**config.mk**
```make
export PLATFORM = sky130hd
export DESIGN_NAME = solenoid_kick_hold_pwm_top
export DESIGN_NICKNAME = d
export VERILOG_FILES = /design/src/skhp_pkg.sv /design/src/solenoid_kick_hold_pwm_top.sv
export SDC_FILE = /design/constraint.sdc
export NUM_CORES = 1
export LEC_CHECK = 0
export ABC_AREA = 1
export BUFFER_PORTS_ARGS = -buffer_cell sky130_fd_sc_hd__buf_2
export CELL_PAD_IN_SITES_DETAIL_PLACEMENT = 0
export CELL_PAD_IN_SITES_GLOBAL_PLACEMENT = 1
export CORE_MARGIN = 3
export CORE_UTILIZATION = 48
export CTS_CLUSTER_SIZE = 8
export DETAILED_ROUTE_END_ITERATION = 16
export GPL_ROUTABILITY_DRIVEN = 0
export PLACE_DENSITY = 0.95
export SYNTH_ARGS = -nofsm -noshare
export SYNTH_HDL_FRONTEND = slang
export SYNTH_SLANG_ARGS = --single-unit
export TNS_END_PERCENT = 5
```
**constraint.sdc**
```tcl
create_clock -name clk_i -period 4 [get_ports clk_i]
set_input_delay 0.6 -clock clk_i [delete_from_list [all_inputs] [get_ports clk_i]]
set_output_delay 0.6 -clock clk_i [all_outputs]
set_load 0.02 [all_outputs]
```
**src/skhp_pkg.sv**
```systemverilog
package skhp_pkg;

  localparam int unsigned KickLenW  = 10;
  localparam int unsigned DutyW     = 7;
  localparam int unsigned KickCntW  = 11;
  localparam int unsigned PhaseW    = 2;
  localparam int unsigned CfgIdxW   = 2;
  localparam int unsigned CfgDataW  = 10;
  localparam int unsigned InDataW   = 8;
  localparam int unsigned OutDataW  = 8;

  localparam logic [KickLenW-1:0] KickLengthRst = 10'd400;
  localparam logic [DutyW-1:0]    KickDutyRst   = 7'd100;
  localparam logic [DutyW-1:0]    HoldDutyRst   = 7'd5;
  localparam logic [DutyW-1:0]    PwmPeriodRst  = 7'd100;

  typedef enum logic [CfgIdxW-1:0] {
    CFG_KICK_LENGTH = 2'd0,
    CFG_KICK_DUTY   = 2'd1,
    CFG_HOLD_DUTY   = 2'd2,
    CFG_PWM_PERIOD  = 2'd3
  } cfg_idx_e;

  typedef enum logic [2:0] {
    ST_IDLE = 3'b001,
    ST_KICK = 3'b010,
    ST_HOLD = 3'b100
  } state_e;

  localparam logic [PhaseW-1:0] PhaseIdle = 2'd0;
  localparam logic [PhaseW-1:0] PhaseKick = 2'd1;
  localparam logic [PhaseW-1:0] PhaseHold = 2'd2;

endpackage

```
**src/solenoid_kick_hold_pwm_top.sv**
```systemverilog
// channel   | dir | tdata fields (lsb first)                      | tuser | tlast
// s_axis    | in  | button_released[0], stroke_end_active[1], pad  | -     | -
// m_axis    | out | coil_on[0], phase[2:1], pad                     | -     | -
// cfg       | in  | cfg_we_i, cfg_idx_i (register index), cfg_data_i | -     | -
//
// one tick per clock unless stalled: controller state and pwm counter advance in the
// cycle a tick is taken and the result lands in the output register
// a new tick is taken while the output register is empty or being drained
// reset (rst_ni low, asynchronous) returns to idle with the registers at defaults
// when m_axis stalls with a result held, s_axis stalls too
module solenoid_kick_hold_pwm_top (
  input  logic                               clk_i,
  input  logic                               rst_ni,
  input  logic                               s_axis_tvalid,
  output logic                               s_axis_tready,
  // button_released, stroke_end_active, zero pad
  input  logic [skhp_pkg::InDataW-1:0]       s_axis_tdata,
  output logic                               m_axis_tvalid,
  input  logic                               m_axis_tready,
  // coil_on, phase, zero pad
  output logic [skhp_pkg::OutDataW-1:0]      m_axis_tdata,
  input  logic                               cfg_we_i,
  input  logic [skhp_pkg::CfgIdxW-1:0]       cfg_idx_i,
  input  logic [skhp_pkg::CfgDataW-1:0]      cfg_data_i
);

  logic [skhp_pkg::KickLenW-1:0] kick_length_q;
  logic [skhp_pkg::DutyW-1:0]    kick_duty_q;
  logic [skhp_pkg::DutyW-1:0]    hold_duty_q;
  logic [skhp_pkg::DutyW-1:0]    pwm_period_q;

  skhp_pkg::state_e              state_q, state_d;
  logic [skhp_pkg::DutyW-1:0]    duty_q, duty_d;
  logic [skhp_pkg::KickCntW-1:0] kick_cnt_q, kick_cnt_d;
  logic [skhp_pkg::DutyW-1:0]    pwm_cnt_q, pwm_cnt_d;

  logic                          out_valid_q;
  logic                          coil_q, coil_d;
  logic [skhp_pkg::PhaseW-1:0]   phase_q, phase_d;

  logic                          accept;
  logic                          released;
  logic                          stroke_end;
  logic                          pwm_clr;
  logic [skhp_pkg::DutyW-1:0]    pwm_base;
  logic [skhp_pkg::DutyW:0]      pwm_inc;

  assign released   = s_axis_tdata[0];
  assign stroke_end = s_axis_tdata[1];

  assign s_axis_tready = !out_valid_q || m_axis_tready;
  assign accept        = s_axis_tvalid && s_axis_tready;

  // config registers
  always_ff @(posedge clk_i or negedge rst_ni) begin
    if (!rst_ni) begin
      kick_length_q <= skhp_pkg::KickLengthRst;
      kick_duty_q   <= skhp_pkg::KickDutyRst;
      hold_duty_q   <= skhp_pkg::HoldDutyRst;
      pwm_period_q  <= skhp_pkg::PwmPeriodRst;
    end else if (cfg_we_i) begin
      case (skhp_pkg::cfg_idx_e'(cfg_idx_i))
        skhp_pkg::CFG_KICK_LENGTH: kick_length_q <= cfg_data_i[skhp_pkg::KickLenW-1:0];
        skhp_pkg::CFG_KICK_DUTY:   kick_duty_q   <= cfg_data_i[skhp_pkg::DutyW-1:0];
        skhp_pkg::CFG_HOLD_DUTY:   hold_duty_q   <= cfg_data_i[skhp_pkg::DutyW-1:0];
        skhp_pkg::CFG_PWM_PERIOD:  pwm_period_q  <= cfg_data_i[skhp_pkg::DutyW-1:0];
        default: ;
      endcase
    end
  end

  // phase update
  always_comb begin
    state_d    = state_q;
    duty_d     = duty_q;
    kick_cnt_d = kick_cnt_q;
    pwm_clr    = 1'b0;
    phase_d    = skhp_pkg::PhaseIdle;
    if (released) begin
      state_d = skhp_pkg::ST_IDLE;
      duty_d  = '0;
      pwm_clr = 1'b1;
    end else begin
      case (state_q)
        skhp_pkg::ST_IDLE: begin
          state_d    = skhp_pkg::ST_KICK;
          duty_d     = kick_duty_q;
          kick_cnt_d = '0;
        end
        skhp_pkg::ST_KICK: begin
          if (kick_cnt_q <= {1'b0, kick_length_q}) begin
            kick_cnt_d = kick_cnt_q + 1'b1;
          end else begin
            state_d = skhp_pkg::ST_HOLD;
            duty_d  = hold_duty_q;
          end
        end
        skhp_pkg::ST_HOLD: begin
          if (!stroke_end) begin
            state_d    = skhp_pkg::ST_KICK;
            duty_d     = kick_duty_q;
            kick_cnt_d = '0;
          end
        end
        default: begin
          state_d = skhp_pkg::ST_IDLE;
          duty_d  = '0;
          pwm_clr = 1'b1;
        end
      endcase
    end

    case (state_d)
      skhp_pkg::ST_KICK: phase_d = skhp_pkg::PhaseKick;
      skhp_pkg::ST_HOLD: phase_d = skhp_pkg::PhaseHold;
      default:           phase_d = skhp_pkg::PhaseIdle;
    endcase
  end

  // software pwm
  always_comb begin
    pwm_base = pwm_clr ? '0 : pwm_cnt_q;
    coil_d   = pwm_base < duty_d;
    pwm_inc  = {1'b0, pwm_base} + 1'b1;
    if (pwm_inc >= {1'b0, pwm_period_q}) begin
      pwm_cnt_d = '0;
    end else begin
      pwm_cnt_d = pwm_inc[skhp_pkg::DutyW-1:0];
    end
  end

  always_ff @(posedge clk_i or negedge rst_ni) begin
    if (!rst_ni) begin
      state_q    <= skhp_pkg::ST_IDLE;
      duty_q     <= '0;
      kick_cnt_q <= '0;
      pwm_cnt_q  <= '0;
    end else if (accept) begin
      state_q    <= state_d;
      duty_q     <= duty_d;
      kick_cnt_q <= kick_cnt_d;
      pwm_cnt_q  <= pwm_cnt_d;
    end
  end

  // result register
  always_ff @(posedge clk_i or negedge rst_ni) begin
    if (!rst_ni) begin
      out_valid_q <= 1'b0;
    end else if (accept) begin
      out_valid_q <= 1'b1;
    end else if (m_axis_tready) begin
      out_valid_q <= 1'b0;
    end
  end

  always_ff @(posedge clk_i) begin
    if (accept) begin
      coil_q  <= coil_d;
      phase_q <= phase_d;
    end
  end

  assign m_axis_tvalid = out_valid_q;
  assign m_axis_tdata  = {{(skhp_pkg::OutDataW - skhp_pkg::PhaseW - 1){1'b0}}, phase_q, coil_q};

endmodule

```
==> Word level (Yosys, flattened, before mapping) <==
Index checks and enable logic that the tools add are counted.
{ "word_totals": {"regBits": 63, "elab_cells": 57} }
{ "op_classes": {"n_addsub": 2, "magnitude_cmp": 3, "n_eq_ne": 10, "mux": 18, "bitwise": 1, "reduce_logical": 12} }
{ "op_table": {"columns": ["operator", "n"], "rows": [
  ["$mux 7", 5],
  ["$pmux 11 s3", 1],
  ["$mux 11", 2],
  ["$pmux 7 s3", 1],
  ["$add 11x1->11 const B", 1],
  ["$le 11x10->1", 1],
  ["$mux 3", 3],
  ["$pmux 3 s3", 1],
  ["$add 7x1->8 const B", 1],
  ["$ge 8x7->1", 1],
  ["$reduce_and 2->1", 4],
  ["$lt 7x7->1", 1],
  ["$eq 3x2->1 const B", 2],
  ["$eq 3x3->1 const B", 2],
  ["$reduce_and 5->1", 1],
  ["$eq 2x2->1 const B", 2],
  ["$mux 1", 4],
  ["$ne 2x2->1 const B", 2],
  ["$pmux 2 s2", 1],
  ["$eq 3x1->1 const B", 1],
  ["$reduce_bool 3->1", 1],
  ["$reduce_or 3->1", 1],
  ["$eq 2x1->1 const B", 1],
  ["$logic_not 2->1", 1],
  ["5 further kinds", 5]
]} }

==> Longest topological paths before layout <==
Gate-level depths: netlist of run 1.
{ "logic_depth": {"depth_word": 8, "depth_mapped": 20} }

==> Least setup slack after synthesis of run 1 <==
OpenSTA, ideal clock, no wires.
{ "synth_timing": {"kind": "input port to flip-flop", "start": "input s_axis_tdata[0] (netlist name)", "end": "register pwm_cnt_q[4] (netlist name)", "setup_ns": 0.083, "arrival_ns": 2.477, "required_ns": 3.917, "slack_ns": 1.441, "stages": 17, "n_path_buf": 0, "cell_sequence": "clkinv_1 > nand2_4 > nor2_1 > ha_1 > xnor2_1 > inv_1 > ha_1 > a21boi_0 > o21ai_0 > nand2_1 > nand2_1 > nand2_1 > nand2_1 > nand2_1 > nand2_1 > nand2_1 > o21ai_0"} }
{ "synth_via": {"elab_chain_len": 5} }
{ "synth_lines": {"columns": ["element", "line", "text"], "rows": [
  ["from (decl)", "solenoid_kick_hold_pwm_top.sv:17", "input logic [skhp_pkg::InDataW-1:0] s_axis_tdata,"],
  ["$mux 1 (*)", "solenoid_kick_hold_pwm_top.sv:79", "if (released) begin"],
  ["$mux 7 (*)", "solenoid_kick_hold_pwm_top.sv:122", "pwm_base = pwm_clr ? '0 : pwm_cnt_q;"],
  ["$add 7x1->8 (*)", "solenoid_kick_hold_pwm_top.sv:124", "pwm_inc = {1'b0, pwm_base} + 1'b1;"],
  ["$ge 8x7->1", "solenoid_kick_hold_pwm_top.sv:125", "if (pwm_inc >= {1'b0, pwm_period_q}) begin"],
  ["$mux 7 (*)", "solenoid_kick_hold_pwm_top.sv:125", null],
  ["to (signal assigned)", "solenoid_kick_hold_pwm_top.sv:142", "pwm_cnt_q <= pwm_cnt_d;"],
  ["to (decl)", "solenoid_kick_hold_pwm_top.sv:35", "logic [skhp_pkg::DutyW-1:0] pwm_cnt_q, pwm_cnt_d;"]
]} }
Mark *: on every way between the ends. The rest lies on a longest branch, timed or not.
A chain may end at the register's enable or synchronous reset.

==> Final worst setup path of run 1 <==
{ "layout_timing": {"start": "register state_q[0]", "end": "register pwm_cnt_q[4] (netlist name)"} }
{ "layout_via": {"elab_chain_len": 8, "word_cells_on_any_way": 10, "cone_classes": "add/sub (1); order compare (1); eq/ne (3); mux (4); reduce/logical (1)"} }
{ "layout_lines": {"columns": ["element", "line", "text"], "rows": [
  ["from (decl)", "solenoid_kick_hold_pwm_top.sv:32", "skhp_pkg::state_e state_q, state_d;"],
  ["from (signal assigned)", "solenoid_kick_hold_pwm_top.sv:134", "state_q <= skhp_pkg::ST_IDLE;"],
  ["from (signal assigned)", "solenoid_kick_hold_pwm_top.sv:139", "state_q <= state_d;"],
  ["$eq 3x3->1 (tied with other cells)", "solenoid_kick_hold_pwm_top.sv:84", "case (state_q)"],
  ["$reduce_or 3->1 (no line) (*)", null, null],
  ["$mux 1 (*)", "solenoid_kick_hold_pwm_top.sv:84", null],
  ["$mux 1 (*)", "solenoid_kick_hold_pwm_top.sv:79", null],
  ["$mux 7 (*)", "solenoid_kick_hold_pwm_top.sv:122", null],
  ["$add 7x1->8 (*)", "solenoid_kick_hold_pwm_top.sv:124", null],
  ["$ge 8x7->1", "solenoid_kick_hold_pwm_top.sv:125", null],
  ["$mux 7 (*)", "solenoid_kick_hold_pwm_top.sv:125", null]
]} }
Marks and branches as above.

==> reports/results.txt, run 1 <==
The run finished with clean final reports. Counting the buffers created by CTS gives 9. For this design, the CTS-stage hold fixing added 0 buffers. The met3 layer usage reported by global route is 3.36%, and the diode insertion count for antenna repair is 0.

Setup slack of the critical path after layout: 1.23 ns. The most used flip-flop cell after synthesis is sky130_fd_sc_hd__dfrtp_1. The area added between synthesis and finish works out to 10.8%. The global routing stage identified its most utilized layer as met2. For the cell count after synthesis, the log shows 439.

Clock-pin slew was measured on the worst setup and hold paths at 0.07 ns. The final count of hold timing violations is 0. Using the TritonRoute via totals, the vias-per-cell ratio works out to 4.95.

The synthesized netlist devotes 0.986% of its cell area to XOR and XNOR gates. Root buffer cell: sky130_fd_sc_hd__clkbuf_8. In this run the cell area of the synthesized design comes to 3550 sq um.

Summed over all layers, the routed wires come to 7170 um. The post-route fraction of the period consumed by the critical path was 69.3%; the detailed router's first-iteration violation count was 155. Dividing total power by cell area gives a power density of 443 nW/um^2.

Number of antenna violations at the first check in global routing: 0. The run gives 33 as the pin count of the biggest net entering global routing. Number of port buffers: 23. The number of ports placed on the die boundary is 35. The number of H-tree branching levels is 3.

The critical path class was reg -> reg. The leakage power figure was 2.04 nW. The net load switching power is 0.533 mW. Setup repair after global routing left no endpoint under its margin. The critical path goes through inv_2 -> nand3_1 -> nand3_2 -> nand2_4 -> nor2_1 -> ha_1 -> xnor2_1 -> inv_1 -> ha_1 -> a21boi_0 -> o21ai_0 -> nand2_1 -> nand2_1 -> nand2_1 -> nand2_1 -> nand2_1 -> nand2_1 -> nand2_1 -> o21ai_0. The number of filler instances in the final layout is 669. Summing over every cut layer, the via total after detailed routing is 2794. Once the floorplan was initialized, standard cells occupied 50.9% of the core. The area fraction of the dominant cell type after synthesis works out to 33.8%.

Data arrives at the worst endpoint at 3.03 ns. The tools report the max capacitance violation total as 0. Ranked by total cell area, the synthesized netlist is headed by sky130_fd_sc_hd__dfrtp_1, sky130_fd_sc_hd__nand2_1, sky130_fd_sc_hd__dfstp_2. The logs give 361 MHz for the highest clock rate and 0 for the remaining number of nets flagged by the antenna check after routing.

The overall die height was 92.0 um. In this run the cell area measured after placement is 3720 sq um. For this run the aggregate overflow at the end of global routing stands at 0. Detailed placement finished with a half-perimeter wire length of 5270 um. The proportion of register bits with asynchronous set or reset after synthesis is 95.2%, and the detailed-routing iteration count for the pre-antenna-repair pass is 5.

The slowest stage cell on the critical path is sky130_fd_sc_hd__dfstp_2. The combinational family with the most area after synthesis is simple AND/OR/NAND/NOR gates. The Yosys step of the flow raised 0 warnings. In this run switching power makes up 30.5% of total power.

After detailed routing, the number of remaining DRC violations is 0. The worst setup path is launched from a flip-flop. In the synthesized netlist, mux cells make up 0% of the area. The post-synthesis register bit count works out to 63.

The share of the synthesized area in compound gates (AO/OA/AOI/OAI) is 10.7%, and the clock latency reported for the late side of the worst-skew pair is 0.34 ns. The layout cell share with drive strength beyond 1 came out at 16.5%. TritonCTS built the clock tree.

Global routing consumed, over all layers together, 18.6% of the routing resources. Area of the die: 8470 sq um. The biggest area consumer among synthesized cells is sky130_fd_sc_hd__dfrtp_1. The clock passes through at most 2 buffers.

Via count of the first global-routing pass: 2709. Combinational cells account for 20.2% of the total power. The post-cts gate resize count is 0.

On the worst path, the slowest cell contributes a delay of 0.54 ns. In the synthesized netlist, the cells that appear most often are sky130_fd_sc_hd__nand2_1, sky130_fd_sc_hd__inv_1, sky130_fd_sc_hd__dfrtp_1. The sequential cell fraction of total power was 45.2%; the number of synthesized flops with an enable pin was 3. The first global-routing pass estimated 12400 um of wire. The number of setup buffers added after CTS is 0. Kind of capture point of the worst setup path: a flip-flop. The tools report the peak supply drop as 0.255 mV. The final design area excluding fillers is 3940 sq um.

The internal power summed over all cells is 1.21 mW. The net count of the finished layout is 513. Global routing consumed, on the met1 layer, 25.1% of the routing resources. The worst pin sits at a relative slew slack of 56.0%.

The minimum period implied by the final worst setup slack is 2.77 ns, and the post-synthesis average cell area is 8.09 sq um. STA puts the critical path data required time at 4.26 ns. The share of synthesized cell area in full adder, half adder and majority cells was 8.81%. The run gives 0 ns as the final sum of negative setup slack.

The min-delay analysis places its worst path in the category in -> async. For this run, global-route usage on met2 was measured as 28.3%. For the count of different cell masters after synthesis, the log shows 35. The die is 92.0 um wide. Counting stages on the worst path, the most repeated cell is sky130_fd_sc_hd__nand2_1. The floorplan has 30 rows.

The tree built by TritonCTS fans out to 63 sinks. The logs give 0 for the final setup violation count and 1.00 ns for the worst-case setup slack after placement. The total area inside the core boundary comes to 6980 sq um. The count of pins over their slew limit was 0. The post-detailed-route wirelength per cell is 12.7 um, and the share of total power in the clock network is 34.6%. Of all nets on the critical path, the largest fanout is 9.

Sequential elements use 45.2% of the synthesized area. For the pin with the worst max-slew slack, the measured transition is 0.660 ns. After Yosys synthesis, and, or, nand and nor cells account for 24.1% of the synthesized area. For the final worst clock skew, the log shows 0.00898 ns. Most used standard cell by instance count after synthesis: sky130_fd_sc_hd__nand2_1.
-- layout make-up --
class / instances / area [sq um] / share of cell area, %
repair buffers: 24 / 123 / 3.12
flip-flops and latches: 63 / 1610 / 40.8
inverters: 73 / 274 / 6.96
clock buffers: 10 / 128 / 3.24
well taps: 96 / 120 / 3.05
multi-input cells: 292 / 1600 / 40.7
clock inverters: 6 / 85.1 / 2.16
-- sequential cells by signal, summed over array words and instances (netlist names) --
signal	count
pwm_period_q	7
kick_cnt_q	11
state_q	3
coil_q	1
phase_q	2
kick_duty_q	7
kick_length_q	10
m_axis_tvalid	1
duty_q	7
hold_duty_q	7
pwm_cnt_q	7
-- critical path, delay by kind of cell (launching register included) --
kind                       cells  cell delay [ns]
DFF                            1             0.54
AOI/OAI and AO/OA              3             0.46
xor gates and xnor gates       1             0.16
adders and majority gates      2             0.48
and+or+nand+nor               11             0.93
buffers and inverters          2             0.11
-- final timing paths --
path                             startpoint          endpoint  slack (ns)  cells past startpoint
max                              state_q[0]      pwm_cnt_q[4]        1.23                     19
min                                  rst_ni     kick_cnt_q[9]        0.27                      1
max reg2reg                      state_q[0]      pwm_cnt_q[4]        1.23                     19
min reg2reg                kick_length_q[1]  kick_length_q[1]        0.49                      2
max in group asynchronous            rst_ni    hold_duty_q[0]        2.82                      2
min in group clk_i            cfg_data_i[7]  kick_length_q[7]        0.49                      3
-- layout by cell type (no fill, tap or decap), types with 9 or more instances in the layout --
cell type                  synthesis  layout
sky130_fd_sc_hd__o21ai_0          47      47
sky130_fd_sc_hd__dfstp_2          12      12
sky130_fd_sc_hd__nor2_1           18      18
sky130_fd_sc_hd__nand3_1          22      22
sky130_fd_sc_hd__a21oi_1          14      14
sky130_fd_sc_hd__inv_1            65      65
sky130_fd_sc_hd__dfrtp_1          48      48
sky130_fd_sc_hd__clkbuf_8          0       9
sky130_fd_sc_hd__buf_2             0      23
sky130_fd_sc_hd__ha_1             25      25
sky130_fd_sc_hd__nand2_1         116     116
-- cells by family after synthesis --
family | Yosys count
adder cells (fa/ha/maj) | 25
other | 1
AND/OR/NAND/NOR | 185
flip-flops | 63
AO/OA/AOI/OAI | 73
buffers and inverters | 88
XOR/XNOR | 4
-- power groups by stage --
stage,Combinational (mW),Clock [mW],Sequential (mW)
after floorplan,0.270,0,0.789
after global placement,0.341,0,0.797
after detailed placement,0.353,0,0.801
after CTS,0.355,0.619,0.790
after global routing,0.412,0.643,0.801
final,0.352,0.604,0.789
-- per-stage QoR --
stage / power (mW) / cells / hold slack, ns / utilization, %
2_1_floorplan: 1.06 / 443 / 0.304 / -
4_1_cts: 1.76 / 564 / 0.292 / 56.4
6_report: 1.74 / 564 / 0.275 / 56.4
3_3_place_gp: 1.14 / 548 / 0.466 / 53.3
3_5_place_dp: 1.15 / 548 / 0.474 / 53.3
5_1_grt: 1.86 / 564 / 0.318 / 56.4
-- routing by layer --
layer | wire (um) | part of all wire [%]
met1 | 3490 | 49
met2 | 3200 | 45
met3 | 252 | 3.5
met4 | 226 | 3.2
met5 | 0 | 0
Power figures use the tool's default switching activity.
==> inputs of run 2 (changes only) <==
--- a/config.mk
+++ b/config.mk
@@ -10,11 +10,11 @@
 export CELL_PAD_IN_SITES_DETAIL_PLACEMENT = 0
 export CELL_PAD_IN_SITES_GLOBAL_PLACEMENT = 1
 export CORE_MARGIN = 3
-export CORE_UTILIZATION = 48
+export CORE_UTILIZATION = 40
 export CTS_CLUSTER_SIZE = 8
 export DETAILED_ROUTE_END_ITERATION = 16
 export GPL_ROUTABILITY_DRIVEN = 0
-export PLACE_DENSITY = 0.95
+export PLACE_DENSITY = 0.88
 export SYNTH_ARGS = -nofsm -noshare
 export SYNTH_HDL_FRONTEND = slang
 export SYNTH_SLANG_ARGS = --single-unit
==> constraint.sdc (replaced) <==
create_clock -name clk_i -period 2.41 [get_ports clk_i]
set_input_delay 0.3615 -clock clk_i [delete_from_list [all_inputs] [get_ports clk_i]]
set_output_delay 0.3615 -clock clk_i [all_outputs]
set_load 0.02 [all_outputs]
==> run 2 against run 1 <==
  * Die area grew 19%
  * Register-to-register slack lost 1.4 ns
  * Critical endpoint is now coil_q
  * Via count grew 5.8%
  * Sequential power grew 67%
  * Critical path type unchanged
  * The flow now finishes with violations (negative setup slack)
==> reports/results.txt, run 2 (synthesis gave the netlist of run 1 again) <==
The run finished, with violations left. The final reports fail on negative setup slack. The count of nets left with antenna violations once routing finished came out at 0. The minimum period implied by the final worst setup slack was 2.56 ns. The final worst clock skew was 0.0139 ns. The hold buffer count at CTS is 0. Slowest stage cell on the critical path: sky130_fd_sc_hd__dfstp_2. Compared with the post-synthesis result, the final layout area differs by 27.5%. The tools report the highest clock rate as 391 MHz. Measured against its own limit, the worst slew margin works out to 48.9%.

The layout cell share with drive strength beyond 1 is 34.5%. For this run, design rule violations remaining after detail routing come to 0. The run gives 2932 as the via count of the first global-routing pass.

Detailed routing placed a total of 283 um of wire on met3. The detailed-routing iteration count for the pre-antenna-repair pass was 4; the max capacitance violation total was 0. The number of port buffers was 23; the final cell count without fillers was 607.

The number of H-tree branching levels was 3; the number of cells in the design after placement was 586. For this run, the slowest stage of the critical path takes 0.53 ns. In the detailed route, the total length drawn on met2 is 3780 um. The tightest min-delay check is of the in -> async type. In this run the static leakage power is 2.28 nW.

The clock drives 63 sinks. The logs give 0 for the count of pins over their slew limit and 7990 um for the aggregate routed wire length. The post-detailed-route wirelength per cell was 13.2 um; the diode insertion count for antenna repair was 0. The library cells used most frequently in the layout, excluding fill and tap cells, are sky130_fd_sc_hd__nand2_1, sky130_fd_sc_hd__inv_1, sky130_fd_sc_hd__dfrtp_1.

The setup path with the least slack is of type reg -> reg. STA puts the critical path data required time at 2.51 ns. The floorplan step defined a die boundary enclosing 10000 sq um.

Power comes to 2.98 mW. The clock transition at the registers of the reported paths is 0.08 ns. Slew at the pin with the worst max-slew slack: 0.766 ns. Setup violations remaining at the end of the flow were counted as 17.

35 I/O pins were placed. The library cell used most frequently in the layout, excluding fill and tap cells, is sky130_fd_sc_hd__nand2_1. The tree is rooted in a sky130_fd_sc_hd__clkbuf_8. The largest registers in the layout are kick_cnt_q x11, kick_length_q x10. The number of clock buffers inserted by TritonCTS is 9. The setup slack of the critical path after layout is -0.149 ns. The floorplan step set the die height to 100 um. The critical path goes through inv_1 -> ha_4 -> nand2_1 -> inv_1 -> nand2_2 -> nor2_4 -> nand2_2 -> nand3_4 -> nand3_4 -> inv_6 -> nand2_2 -> nand3_2 -> nand2_2 -> ha_4 -> nand2_4 -> o21ai_2 -> a21oi_2. STA puts the critical path data arrival time at 2.65 ns.

Detailed placement finished with a half-perimeter wire length of 5620 um. The total congestion overflow is 0, and the clock latency reported for the late side of the worst-skew pair is 0.35 ns. The startpoint type of the worst setup path was a flip-flop. VDD sags by at most 0.378 mV. The cell that appears most often on the critical path is sky130_fd_sc_hd__nand2_2. The run gives 0 as the final count of hold timing violations. TritonCTS built the clock tree.

The ratio of routed vias to standard cells was 4.87. The floorplan core area came out at 8420 sq um. The post-route fraction of the period consumed by the critical path is 106%.

The detailed router finished its first iteration with 167 violations. No sink is reached through more buffers than the 2 on the longest clock path. The tools report the total routing usage reported by global routing as 17.0%.

Number of antenna violations at the first check in global routing: 0. The worst setup path is captured at a flip-flop. The highest net fanout along the worst path was 6; the global-route wire length before repair was 13500 um.

Timing analysis after detailed placement gives a worst setup slack of -0.303 ns. The ratio of total power to cell area came out at 658 nW/um^2. The die width works out to 100 um. The register with the most flip-flops in the final layout is kick_cnt_q. Highest routed metal layer: met4.

In the final design database the tool counted 547 nets. Floorplan row count: 33. The starting density of the core was 42.2%. The routed length on met1 came out at 3770 um. Entering global routing, the biggest net connects 61 pins.

Summing over every cut layer, the via total after detailed routing is 2957. Setup repair after global routing could not meet its margin everywhere. The register with the most flip-flops in the layout has 11 of them.
[run 2: cell count changes in the layout (fill, tap and decap cells not counted), sizes merged]
cell / delta
buf: +34
bufinv: -2
clkinvlp: -1
clkbuf: +3
[run 2: where the power goes]
part           switching (mW)  total, mW  internal [mW]
sequential             0.0817       1.32           1.23
clock                   0.416      0.843          0.427
combinational           0.483      0.824          0.341
total                   0.981       2.98           2.00
[run 2: per-layer routing]
metal | vias to the layer above | track usage (%)
met3 | 10 | 3.47
met2 | 50 | 27.4
li1 | 1504 | -
met4 | 0 | 5.91
met1 | 1393 | 22.9
met5 | - | 0
[run 2: what timing repair did]
| action | CTS | global route |
|---|---|---|
| endpoints found under the setup margin | 13 | 20 |
| buffers inserted | 3 | 2 |
| gates cloned | 0 | 0 |
| gates resized for setup | 56 | 25 |
| pin swaps | 30 | 6 |
[run 2: path summary, 6_finish.rpt]
kind | end | startpoint | slack [ns] | cells after the start
setup / recovery | coil_q | kick_length_q[4] | -0.15 | 17
hold / removal | kick_cnt_q[10] | rst_ni | 0.16 | 2
setup reg to reg | coil_q | kick_length_q[4] | -0.15 | 17
hold reg to reg | pwm_period_q[1] | pwm_period_q[1] | 0.49 | 2
max in group asynchronous | pwm_cnt_q[5] | rst_ni | 1.73 | 2
min in group clk_i | kick_length_q[8] | cfg_data_i[8] | 0.24 | 3
[run 2: worst max-delay path, delay by kind of cell, from the launching register on]
kind / cells / cell delay, ns
simple gates: 10 / 0.82
fa+ha+maj: 2 / 0.56
flops: 1 / 0.53
buf+inv: 3 / 0.22
compound gates: 2 / 0.17
[run 2: through the flow]
step / hold WS (ns) / TNS (ns) / cell area (sq um) / utilization (%)
after floorplan: 0.0659 / -0.00683 / 3570 / -
after global placement: 0.467 / -1.30 / 3960 / 47.0
after detailed placement: 0.474 / -1.85 / 3960 / 47.0
after CTS: 0.187 / -0.903 / 4390 / 52.2
after global routing: 0.235 / -4.39 / 4530 / 53.8
final: 0.165 / -0.791 / 4530 / 53.8
[run 2: layout make-up]
class	instances	area [sq um]
clock inverters	3	17.5
repair buffers	58	385
well taps	105	131
clock buffers	13	159
multi-input cells	292	1950
inverters	73	279
flip-flops and latches	63	1610
fillers	766	3890
==> inputs of run 3 (changes only) <==
--- a/config.mk
+++ b/config.mk
@@ -6,7 +6,7 @@
 export NUM_CORES = 1
 export LEC_CHECK = 0
 export ABC_AREA = 1
-export BUFFER_PORTS_ARGS = -buffer_cell sky130_fd_sc_hd__buf_2
+export BUFFER_PORTS_ARGS = -buffer_cell sky130_fd_sc_hd__buf_4
 export CELL_PAD_IN_SITES_DETAIL_PLACEMENT = 0
 export CELL_PAD_IN_SITES_GLOBAL_PLACEMENT = 1
 export CORE_MARGIN = 3
==> run 3 against run 2 <==
  * The flow still finishes with violations (negative setup slack)
  * Register-to-register slack gained 0.05 ns
  * Routed wire length grew 2.3%
  * Utilization increased by 1.5 points
  * Highest routed layer unchanged
==> reports/results.txt, run 3 (synthesis gave the netlist of run 1 again) <==
The run finished, with violations left. The final reports fail on negative setup slack. For the final count of hold timing violations, the log shows 0. Broken down by cell family, the worst path's largest delay share belongs to simple AND/OR/NAND/NOR gates.

The tools report the net count reported at finish as 547. The area added between synthesis and finish works out to 31.1%. For the via count of the first global-routing pass, the log shows 2972. The die is 100 um wide. STA puts the critical path data required time at 2.51 ns. The total congestion overflow was 0. STA classifies the critical path startpoint as a flip-flop.

Per report_power, the combinational group accounts for 27.9% of the total. The final design area excluding fillers came out at 4660 sq um. In the routed design, unresolved DRC markers number 0.

The detailed router's first-iteration violation count is 144, and the final setup violation count is 10. The peak supply drop is 0.415 mV. Of the available clock period, the critical path in the final layout requires 104%. Row generation in the floorplan step produced 33 rows.

For the maximum clock path buffer count, the log shows 2. The layer with the highest usage is met2. The run gives 5570 um as the detailed-placement wirelength estimate. The clock latency reported for the late side of the worst-skew pair is 0.34 ns, and the aggregate routed wire length is 8170 um.

Once the floorplan was initialized, standard cells occupied 42.2% of the core. TritonCTS built the clock tree. The largest registers in the layout are kick_cnt_q x11, kick_length_q x10. The overall via count from detail_route is 2930.

The number of H-tree branching levels was 3. The sequential cell fraction of total power was 43.1%. The tools report the net load switching power as 0.996 mW. Critical path class: reg -> reg.

On the final layout, the worst clock skew is 0.0125 ns. The share of total power in the clock network is 28.9%, and the flip-flop count of the largest register, all copies and words added is 11. Pin count of the biggest net entering global routing: 61. The type of the most critical hold path is in -> async. The highest clock rate is 398 MHz. The library cell used most frequently in the layout, excluding fill and tap cells, is sky130_fd_sc_hd__nand2_1. In the global route stage, met2 resource usage came out at 27.8%.

The number of ports placed on the die boundary was 35. The sum of buffers and inverters on the critical path is 2. Counting every sink on the clock net gives 63. The standard cell area after detailed placement was 4010 sq um; the diode insertion count for antenna repair was 0. The first global-routing pass estimated 13800 um of wire.

In this run the clock root is driven by a sky130_fd_sc_hd__clkbuf_8. The count of buffers added on input and output ports is 23. TritonCTS created 9 clock buffers.

Walking the worst path, the cells encountered are inv_2 -> ha_4 -> nand2_2 -> inv_2 -> nand2_2 -> nor2_4 -> nand3b_4 -> nand2_2 -> nand2_2 -> nand2_4 -> nand2_2 -> nand3_2 -> nand2_2 -> ha_4 -> nand2_1 -> nor2_2 -> a21oi_2. Area of the die: 10000 sq um. At the pin with the least slew margin, the transition time is 0.757 ns. The detail route stage leaves a number of antenna-violating nets equal to 0. The detailed-routing iteration count for the pre-antenna-repair pass is 4. The count of pins over their slew limit was 0; the met3 layer usage reported by global route was 2.57%. Dividing the detail-routed wire length by the instance count gives 13.5 um. For this run, the number of standard cells in the final layout without fillers is 607. Of the cells placed in the final design, the portion with a size suffix greater than 1 is 36.5%. After clock tree synthesis, the clock-pin slew on the worst setup and hold paths is 0.07 ns.

The analysis attributes to cell leakage a power of 2.35 nW. Of all nets on the critical path, the largest fanout is 7. Hold timing on the final database bottoms out at a slack of 0.0920 ns. Leaving out fill and tap cells, the most frequent cells in the layout are sky130_fd_sc_hd__nand2_1, sky130_fd_sc_hd__inv_1, sky130_fd_sc_hd__buf_4. The run gives -0.100 ns as the setup slack of the critical path after layout. Slowest stage cell on the critical path: sky130_fd_sc_hd__dfstp_2. The overall die height was 100 um. For this run, the total global-route usage over all layers was measured as 17.3%. The worst setup path is captured at a flip-flop. Critical path arrival: 2.61 ns.

The minimum period implied by the final worst setup slack is 2.51 ns. The tools report the met1 usage as 23.0%. Net switching is 32.6% of the power. The tool flagged a number of max-cap violations equal to 0. Final sum of negative setup slack: -0.674 ns. The number of antenna violations at the first check in global routing was 0; the delay of the slowest cell on the worst path was 0.53 ns.

The floorplan step defined a core boundary enclosing 8420 sq um. The cell seen most often among critical-path stages is sky130_fd_sc_hd__nand2_2. For this design the ratio of total power to cell area is 656 nW/um^2. The internal power summed over all cells is 2.06 mW, and the ratio of routed vias to standard cells is 4.83. The number of cells in the design after placement came out at 585.

In this run the tightest slew margin relative to its limit is 49.5%. The register with the most flip-flops in the final layout is kick_cnt_q. Setup repair after global routing could not meet its margin everywhere.
run 3: cell types whose count changed in the layout (fill, tap and decap cells not counted), sizes merged:
cell and delta:
clkinv +2, clkbuf -2, clkinvlp -1, bufinv +1
run 3: path summary, 6_finish.rpt:
| path | startpoint | cells after the start | slack (ns) | endpoint |
|---|---|---|---|---|
| worst min-delay path | rst_ni | 1 | 0.09 | kick_length_q[5] |
| worst max-delay path | kick_length_q[4] | 17 | -0.10 | coil_q |
| worst max register to register | kick_length_q[4] | 17 | -0.10 | coil_q |
| worst min register to register | kick_duty_q[4] | 2 | 0.49 | kick_duty_q[4] |
| max in group asynchronous | rst_ni | 1 | 1.82 | pwm_cnt_q[5] |
| min in group clk_i | cfg_data_i[7] | 3 | 0.26 | kick_length_q[7] |
run 3: final cells by class:
type / count / area (sq um)
Tap cell: 105 / 131
Clock buffer: 11 / 131
Inverter: 73 / 284
Sequential cell: 63 / 1610
Timing Repair Buffer: 58 / 447
Fill cell: 782 / 3770
Clock inverter: 5 / 48.8
Multi-Input combinational cell: 292 / 2010
run 3: through the flow:
stage / setup WS, ns / util (%) / total power, mW
after CTS: -0.119 / 53.0 / 3.00
after global routing: -0.258 / 55.3 / 3.25
after detailed placement: -0.262 / 47.6 / 2.02
after global placement: -0.227 / 47.6 / 1.98
final: -0.100 / 55.3 / 3.06
after floorplan: -0.00683 / - / 1.76
run 3: worst register-to-register path, delay by kind of cell (launching register included):
kind	cells	cell delay (ns)
DFF	1	0.53
AOI/OAI and AO/OA	1	0.06
adders and majority gates	2	0.54
and+or+nand+nor	12	1.02
buffers and inverters	2	0.10
run 3: power by group through the flow:
stage,Clock (mW),Combinational (mW),Sequential [mW]
floorplan,0,0.452,1.31
global placement,0,0.663,1.32
detailed placement,0,0.689,1.33
CTS,0.906,0.783,1.31
global route,0.952,0.963,1.34
finish,0.884,0.854,1.32
run 3: repair_timing:
item	CTS	global route
hold buffers	0	0
endpoints found under the setup margin	11	22
setup buffers	6	0
gates resized for setup	55	49
pin swaps	33	22
run 3: per-layer routing:
metal | wire (um) | part of all wire (%)
met5 | 0 | 0
met4 | 167 | 2.0
met3 | 238 | 2.9
met2 | 3920 | 48
met1 | 3840 | 47
